$ cat config.mk
export PLATFORM = sky130hd
export DESIGN_NAME = v3a_lane
export DESIGN_NICKNAME = d
export VERILOG_FILES = /design/src/rtl/v3a_pkg.sv /design/src/rtl/v3a_lane.sv
export SDC_FILE = /design/constraint.sdc
export NUM_CORES = 2
export LEC_CHECK = 0
export BUFFER_PORTS_ARGS = -buffer_cell sky130_fd_sc_hd__buf_2
export CAP_MARGIN = 20
export CORE_UTILIZATION = 31
export CTS_BUF_LIST = sky130_fd_sc_hd__clkbuf_4 sky130_fd_sc_hd__clkbuf_8 sky130_fd_sc_hd__clkbuf_16
export CTS_CLUSTER_SIZE = 25
export DETAILED_ROUTE_END_ITERATION = 10
export PLACE_DENSITY = 0.43
export SLEW_MARGIN = 40
export SYNTH_ARGS = -nofsm -noshare
export SYNTH_HDL_FRONTEND = slang
export SYNTH_SLANG_ARGS = --single-unit
$ cat constraint.sdc
create_clock -name clk_i -period 9.5 [get_ports clk_i]
set_input_delay 0 -clock clk_i [delete_from_list [all_inputs] [get_ports clk_i]]
set_output_delay 0 -clock clk_i [all_outputs]
set_load 0.005 [all_outputs]
$ cat src/rtl/v3a_pkg.sv
package v3a_pkg;

  localparam int unsigned FracBits = 16;
  localparam int unsigned Lanes    = 3;

  typedef enum logic [2:0] {
    OP_SUM   = 3'd0,
    OP_SUB   = 3'd1,
    OP_SCALE = 3'd2,
    OP_DOT   = 3'd3,
    OP_MAG2  = 3'd4,
    OP_MAG   = 3'd5,
    OP_NORM  = 3'd6,
    OP_REFL  = 3'd7
  } op_e;

  typedef logic signed [31:0] q_t;
  typedef logic signed [63:0] prod_t;

  // Pipeline control that travels beside the lanes.
  typedef struct packed {
    logic valid;
    op_e  op;
  } ctl_t;

  function automatic q_t sat32(input logic signed [67:0] v, output logic ovf);
    ovf = 1'b0;
    if (v > 68'sd2147483647) begin
      ovf = 1'b1;
      sat32 = 32'sh7fffffff;
    end else if (v < -68'sd2147483648) begin
      ovf = 1'b1;
      sat32 = 32'sh80000000;
    end else begin
      sat32 = v[31:0];
    end
  endfunction

endpackage

$ cat src/rtl/v3a_lane.sv
// One component lane: multiplier products and simple sums for one axis.
module v3a_lane import v3a_pkg::*; (
  input  logic         clk_i,
  input  logic         en_i,
  input  op_e          op_i,
  input  q_t           a_i,
  input  q_t           b_i,
  input  q_t           scale_i,
  output prod_t        prod_o,
  output logic signed [32:0] sum_o
);

  q_t mul_b;
  always_comb begin
    case (op_i)
      OP_SCALE:                  mul_b = scale_i;
      OP_MAG2, OP_MAG, OP_NORM:  mul_b = a_i;
      default:                   mul_b = b_i;
    endcase
  end

  always_ff @(posedge clk_i) begin
    if (en_i) begin
      prod_o <= a_i * mul_b;
      sum_o  <= (op_i == OP_SUB) ? 33'(a_i) - 33'(b_i) : 33'(a_i) + 33'(b_i);
    end
  end

endmodule

-- After elaboration in Yosys (flattened, before gate mapping)
Index checks and enable logic that the tools add are counted.
- word-level logic and storage cells: 13
- input port bits: 101
- bits in registers: 97
- $mul: 1
- muxes and demuxes: 2
- add/sub/neg operators: 2
- equal/unequal tests: 5
- reductions and logical operators: 1
- operator list (kind ; count):
    multiplier 32 x 32 -> 64 bit ; 1
    one-hot mux 32 bit (2 select lines) ; 1
    adder 32 x 32 -> 33 bit ; 1
    2-to-1 mux 33 bit ; 1
    subtractor 32 x 32 -> 33 bit ; 1
    == test 3 bit, second input constant ; 3
    == test 3 x 1 -> 1 bit, second input constant ; 1
    == test 3 x 2 -> 1 bit, second input constant ; 1
    OR reduction 3 bit ; 1

-- Depth between registers and ports, before layout
- word-level depth: 4
- gate-level depth with buffers: 34

-- Least setup slack after synthesis
No wires, ideal clock.
- path kind: input to register
- from: input port op_i[1]
- to: register prod_o[62], data pin
- path slack: 0.790 ns
- stages on the path: 29
- data arrival time: 8.536 ns
- cell sequence: clkbuf_1 nand2_1 clkbuf_1 clkbuf_1 o22ai_1 a21oi_1 clkbuf_1 nand2_1 inv_1 fa_1 fa_1 fa_1 fa_1 inv_1 fa_1 inv_1 fa_1 inv_1 fa_1 inv_1 fa_1 ha_1 and3_1 a311o_1 a21o_1 a221oi_1 o221ai_1 a21o_1 a311oi_1
- word-level cells in the longest chain between the ends: 4
- elaborated cells between the ends (all ways): 7
- classes of those cells: mul: 1; eq/ne: 4; mux: 1; reduce/logical: 1
- RTL lines (element ; line ; RTL):
    from (decl) ; v3a_lane.sv:5 ; input op_e op_i,
    == test 3 bit ; v3a_lane.sv:15 ; case (op_i)
    OR reduction 3 bit ; v3a_lane.sv:15 ;
    one-hot mux 32 bit (2 select lines) (*) ; v3a_lane.sv:15 ;
    multiplier 32 x 32 -> 64 bit (*) ; v3a_lane.sv:24 ; prod_o <= a_i * mul_b;
    to (signal assigned) ; v3a_lane.sv:24 ;
    to (decl) ; v3a_lane.sv:9 ; output prod_t prod_o,
Every way passes the cells marked *; elsewhere a longest branch is shown, timed or not.
A chain may end at the register's enable or synchronous reset.

-- Worst setup path in the final report
Same ends and word-level chain as after synthesis.

==> results.md <==
- The flow ran to the end, and the final reports show no timing, DRC or antenna violations.
- The DRC violation total after the first TritonRoute iteration is 1487.
- The cell area that synthesis handed to floorplanning was 42100 um^2.
- At the end of routability-driven placement, the weighted congestion stood at 0.864.
- The clock sink count is 97.
- The HPWL after detailed placement is 113000 um.
- The number of warnings reported in the yosys synthesis log is 0.
- Relative to the synthesized area, the layout overhead comes to 9.19%.
- The max-capacitance violation count is 0.
- After floorplanning, the core was sized to cover between 100000 and 150000 um^2.
- The TritonCTS clock tree is built.
- The cell depth of the worst min-delay path is 1.
- The stage delay of the slowest cell on the critical path is 0.59 ns.
- For the pin with the worst max-slew slack, the measured transition is 0.888 ns.
- The setup path with the least slack is of type in2reg.
- The number of flops mapped to enable cells by yosys is 97.
- Of the cells placed in the final design, the portion with a size suffix greater than 1 is 0.0848.
- The synthesized netlist cell count is 4437.
- The filler cell count in the final layout is between 10000 and 15000.
- The clock root buffer is sky130_fd_sc_hd__clkbuf_16.
- The minimum period implied by the final worst setup slack is 8.93 ns.
- The overall die area is 137000 um^2.
- The total routed wire length on the met1 layer is 57200 um.
- The total grt overflow is 0.
- The count of buffers added on input and output ports is 197.
- The post-synthesis async set-or-reset flop share is 0.
- Setup total negative slack on the finished layout was measured at 0 ns.
- The startpoint identified for the worst hold timing path is en_i.
- Among the stages of the critical path, the cell type that occurs most often is sky130_fd_sc_hd__fa_1.
- The worst hold path terminates at sum_o[31].
- Timing would allow up to 0.112 GHz.
- The kind of end point of the critical path is a flop.
- The most used flip-flop cell after synthesis is sky130_fd_sc_hd__edfxtp_1.
- The register bit count reported by yosys is 97.
- The vias per cell is between 4 and 5.
- The first global-routing pass estimated 213000 um of wire.
- The number of failing hold endpoints at the final stage is 0.
- In the routed design, unresolved DRC markers number 0.
- The number of distinct library cells after synthesis is 71.
- The type of origin of the critical path is a primary input.
- Setup repair after global routing left no endpoint under its margin.
- After clock tree synthesis, the clock-pin slew on the worst setup and hold paths is about 0.090 ns.
- Setup violations remaining at the end of the flow were counted as 0.
- After detailed routing, the total wire length is ~140000 um.
- The number of buffers created by CTS is 9.
- The starting density of the core is 0.314.
- The top metal layer carrying routed signals is met4.
- The first detailed-routing pass ran for 5 iterations.
- The number of cell rows is 134.
- The average cell area after synthesis is 9.50 um^2.
- In the final layout, the multi-input gates occupy 34800 um^2.
- The length of routed met3 wiring is 3550 um.
- The sequential fraction of the synthesis area is 0.0691.
- The combined global-route utilization of all metal layers is 0.208.
- The initial antenna violation count was 8.
- After clock tree synthesis, the setup repair step added 0 buffers.
- Entering global routing, the biggest net connects 53 pins.
- The count of nets left with antenna violations once routing finished came out at 0.
- The routed length per placed instance is around 22 um.
- The total of cells resized after clock tree synthesis is 0.
- The number of vias after detailed routing is between 30000 and 40000.
- The maximum number of buffers from clock root to sink is 2.
- The number of global-route vias before repair is about 33000.
- For this design the top-level I/O count stands at between 150 and 200.
- The die height is around 370 um.
- In the finished design, the share of the clock period the worst path needs comes to 0.940.
- The number of max-slew violations in the final report is 0.
- Detailed routing placed a total of 75000 um of wire on met2.
- The number of nets in the layout is 5924.
- Synthesis produced a netlist with a net count of about 6000.
- The critical path starts at op_i[1].
- At the worst endpoint, the arrival time is slightly above 9 ns.
- The highest-delay cell along the critical path is sky130_fd_sc_hd__fa_1.
- The area taken by flip-flops and latches is 2910 um^2.
- Measured against its own limit, the worst slew margin works out to 0.403.
- In this run the worst path has a maximum fanout of 33.
- The worst hold-check path type is in2reg.
- The required arrival time at the worst endpoint is between 9 and 10 ns.
- In this run the horizontal extent of the chip is 371 um.
- In this run the number of H-tree levels came out at 3.
- The number of buffers added to fix hold violations after cts is 1.
==> synth_stat cells (3+ instances only) <==
cell type | n | area, um^2
sky130_fd_sc_hd__nand2b_1 | 8 | 50.1
sky130_fd_sc_hd__a21o_1 | 48 | 360
sky130_fd_sc_hd__nand2_1 | 545 | 2050
sky130_fd_sc_hd__o21a_1 | 10 | 75.1
sky130_fd_sc_hd__clkbuf_1 | 221 | 830
sky130_fd_sc_hd__buf_1 | 8 | 30.0
sky130_fd_sc_hd__nor2b_1 | 11 | 68.8
sky130_fd_sc_hd__nand4_1 | 17 | 106
sky130_fd_sc_hd__o21ai_1 | 9 | 45.0
sky130_fd_sc_hd__xnor2_1 | 75 | 657
sky130_fd_sc_hd__fa_1 | 1083 | 21700
sky130_fd_sc_hd__nand3_1 | 28 | 140
sky130_fd_sc_hd__and3_1 | 11 | 68.8
sky130_fd_sc_hd__nor3_1 | 25 | 125
sky130_fd_sc_hd__o22ai_1 | 61 | 382
sky130_fd_sc_hd__o32ai_1 | 3 | 26.3
sky130_fd_sc_hd__o211ai_1 | 10 | 75.1
sky130_fd_sc_hd__nor3b_1 | 3 | 22.5
sky130_fd_sc_hd__and2_1 | 519 | 3250
sky130_fd_sc_hd__or2_2 | 6 | 37.5
sky130_fd_sc_hd__a21oi_1 | 128 | 641
sky130_fd_sc_hd__a221oi_1 | 8 | 70.1
sky130_fd_sc_hd__a31oi_1 | 6 | 37.5
sky130_fd_sc_hd__nor4_1 | 4 | 25.0
sky130_fd_sc_hd__a41oi_1 | 3 | 26.3
sky130_fd_sc_hd__o21ai_0 | 45 | 225
sky130_fd_sc_hd__xor2_1 | 48 | 420
sky130_fd_sc_hd__a21boi_0 | 6 | 45.0
sky130_fd_sc_hd__o21bai_1 | 16 | 120
sky130_fd_sc_hd__edfxtp_1 | 97 | 2910
sky130_fd_sc_hd__ha_1 | 217 | 2720
sky130_fd_sc_hd__buf_2 | 8 | 40.0
sky130_fd_sc_hd__o31ai_1 | 8 | 60.1
sky130_fd_sc_hd__a311oi_1 | 5 | 43.8
sky130_fd_sc_hd__nor2_1 | 96 | 360
sky130_fd_sc_hd__o221ai_1 | 4 | 35.0
sky130_fd_sc_hd__a211oi_1 | 14 | 105
sky130_fd_sc_hd__and4_1 | 4 | 35.0
sky130_fd_sc_hd__or4_1 | 4 | 30.0
sky130_fd_sc_hd__o41ai_1 | 4 | 35.0
sky130_fd_sc_hd__inv_1 | 967 | 3630
sky130_fd_sc_hd__a211o_1 | 5 | 43.8
==> layer usage <==
layer  up-vias  track usage
met5         -            0
met4         0       0.0372
met3        91       0.0188
met2       524        0.388
met1     16100        0.261
li1      13400            -
==> worst max-delay path by stage <==
stage / endpoint / slack [ns] / cells past startpoint
after floorplan: prod_o[62] / 0.79 / 29
after global placement: prod_o[63] / 0.12 / 31
after detailed placement: prod_o[63] / 0.12 / 31
after CTS: prod_o[63] / 0.61 / 31
after global routing: prod_o[62] / 0.13 / 29
final: prod_o[62] / 0.57 / 30
==> kinds of logic after synthesis <==
kind of cell | Yosys count | synth area share
compound gates | 413 | 0.0634
xor+xnor | 123 | 0.0256
fa+ha+maj | 1300 | 0.579
buf+inv | 1206 | 0.108
flops | 97 | 0.0691
mux | 2 | 0.000475
simple gates | 1296 | 0.155
==> cell usage in the layout (no fill, tap or decap), types with 4 or more instances in the layout <==
master,count
sky130_fd_sc_hd__inv_1,967
sky130_fd_sc_hd__buf_2,196
sky130_fd_sc_hd__ha_1,217
sky130_fd_sc_hd__nand4_1,17
sky130_fd_sc_hd__clkbuf_16,9
sky130_fd_sc_hd__nand2b_1,8
sky130_fd_sc_hd__nand2_1,545
sky130_fd_sc_hd__nor2b_1,11
sky130_fd_sc_hd__a21boi_0,6
sky130_fd_sc_hd__and3_1,11
sky130_fd_sc_hd__o211ai_1,10
sky130_fd_sc_hd__o21ai_0,43
sky130_fd_sc_hd__nor2_1,95
sky130_fd_sc_hd__or2_2,6
sky130_fd_sc_hd__o31ai_1,8
sky130_fd_sc_hd__o21ai_1,10
sky130_fd_sc_hd__buf_4,97
sky130_fd_sc_hd__nor3_1,25
sky130_fd_sc_hd__a211oi_1,14
sky130_fd_sc_hd__and4_1,4
sky130_fd_sc_hd__o21bai_1,16
sky130_fd_sc_hd__fa_1,1083
sky130_fd_sc_hd__buf_12,19
sky130_fd_sc_hd__xor2_1,48
sky130_fd_sc_hd__edfxtp_1,97
sky130_fd_sc_hd__a21oi_2,29
sky130_fd_sc_hd__a211o_1,5
sky130_fd_sc_hd__nor4_1,4
sky130_fd_sc_hd__a221oi_1,8
sky130_fd_sc_hd__a21o_1,48
sky130_fd_sc_hd__and2_1,519
sky130_fd_sc_hd__o41ai_1,4
sky130_fd_sc_hd__o21a_1,10
sky130_fd_sc_hd__nand3_1,28
sky130_fd_sc_hd__xnor2_1,75
sky130_fd_sc_hd__a31oi_1,6
sky130_fd_sc_hd__or4_1,4
sky130_fd_sc_hd__o22ai_1,61
sky130_fd_sc_hd__a311oi_1,5
sky130_fd_sc_hd__a21oi_1,99
==> registers in the layout, summed over array words and instances, names as in the netlist <==
signal,flops
prod_o,64
sum_o,33
==> worst max-delay path, delay by kind of cell <==
kind                     cells  cell delay (ns)
buffers and inverters        7             1.43
AO/OA/AOI/OAI               10             2.88
adder cells (fa/ha/maj)      9             4.36
AND/OR/NAND/NOR              4             0.50
==> per-stage QoR <==
stage          worst slack (ns)  cells  instance area [um^2]  hold slack, ns   util
2_1_floorplan             0.790   4437                 42100           0.112      -
3_3_place_gp              0.119   6279                 45700           0.400  0.340
3_5_place_dp              0.118   6279                 45700           0.392  0.341
4_1_cts                   0.608   6296                 46000          0.0369  0.343
5_1_grt                   0.133   6298                 46000          0.0441  0.343
6_report                  0.570   6299                 46000          0.0370  0.343
==> cell type report <==
class / instances / area share
Antenna cell: 3 / 0.000163
Timing Repair Buffer: 314 / 0.0459
Tap cell: 1768 / 0.0481
Sequential cell: 97 / 0.0633
Inverter: 967 / 0.0789
Clock inverter: 7 / 0.00201
Clock buffer: 9 / 0.00489
Multi-Input combinational cell: 3134 / 0.757
Power is not shown: default switching activity piles up to over one toggle a cycle in this logic, so the estimate is an artifact.
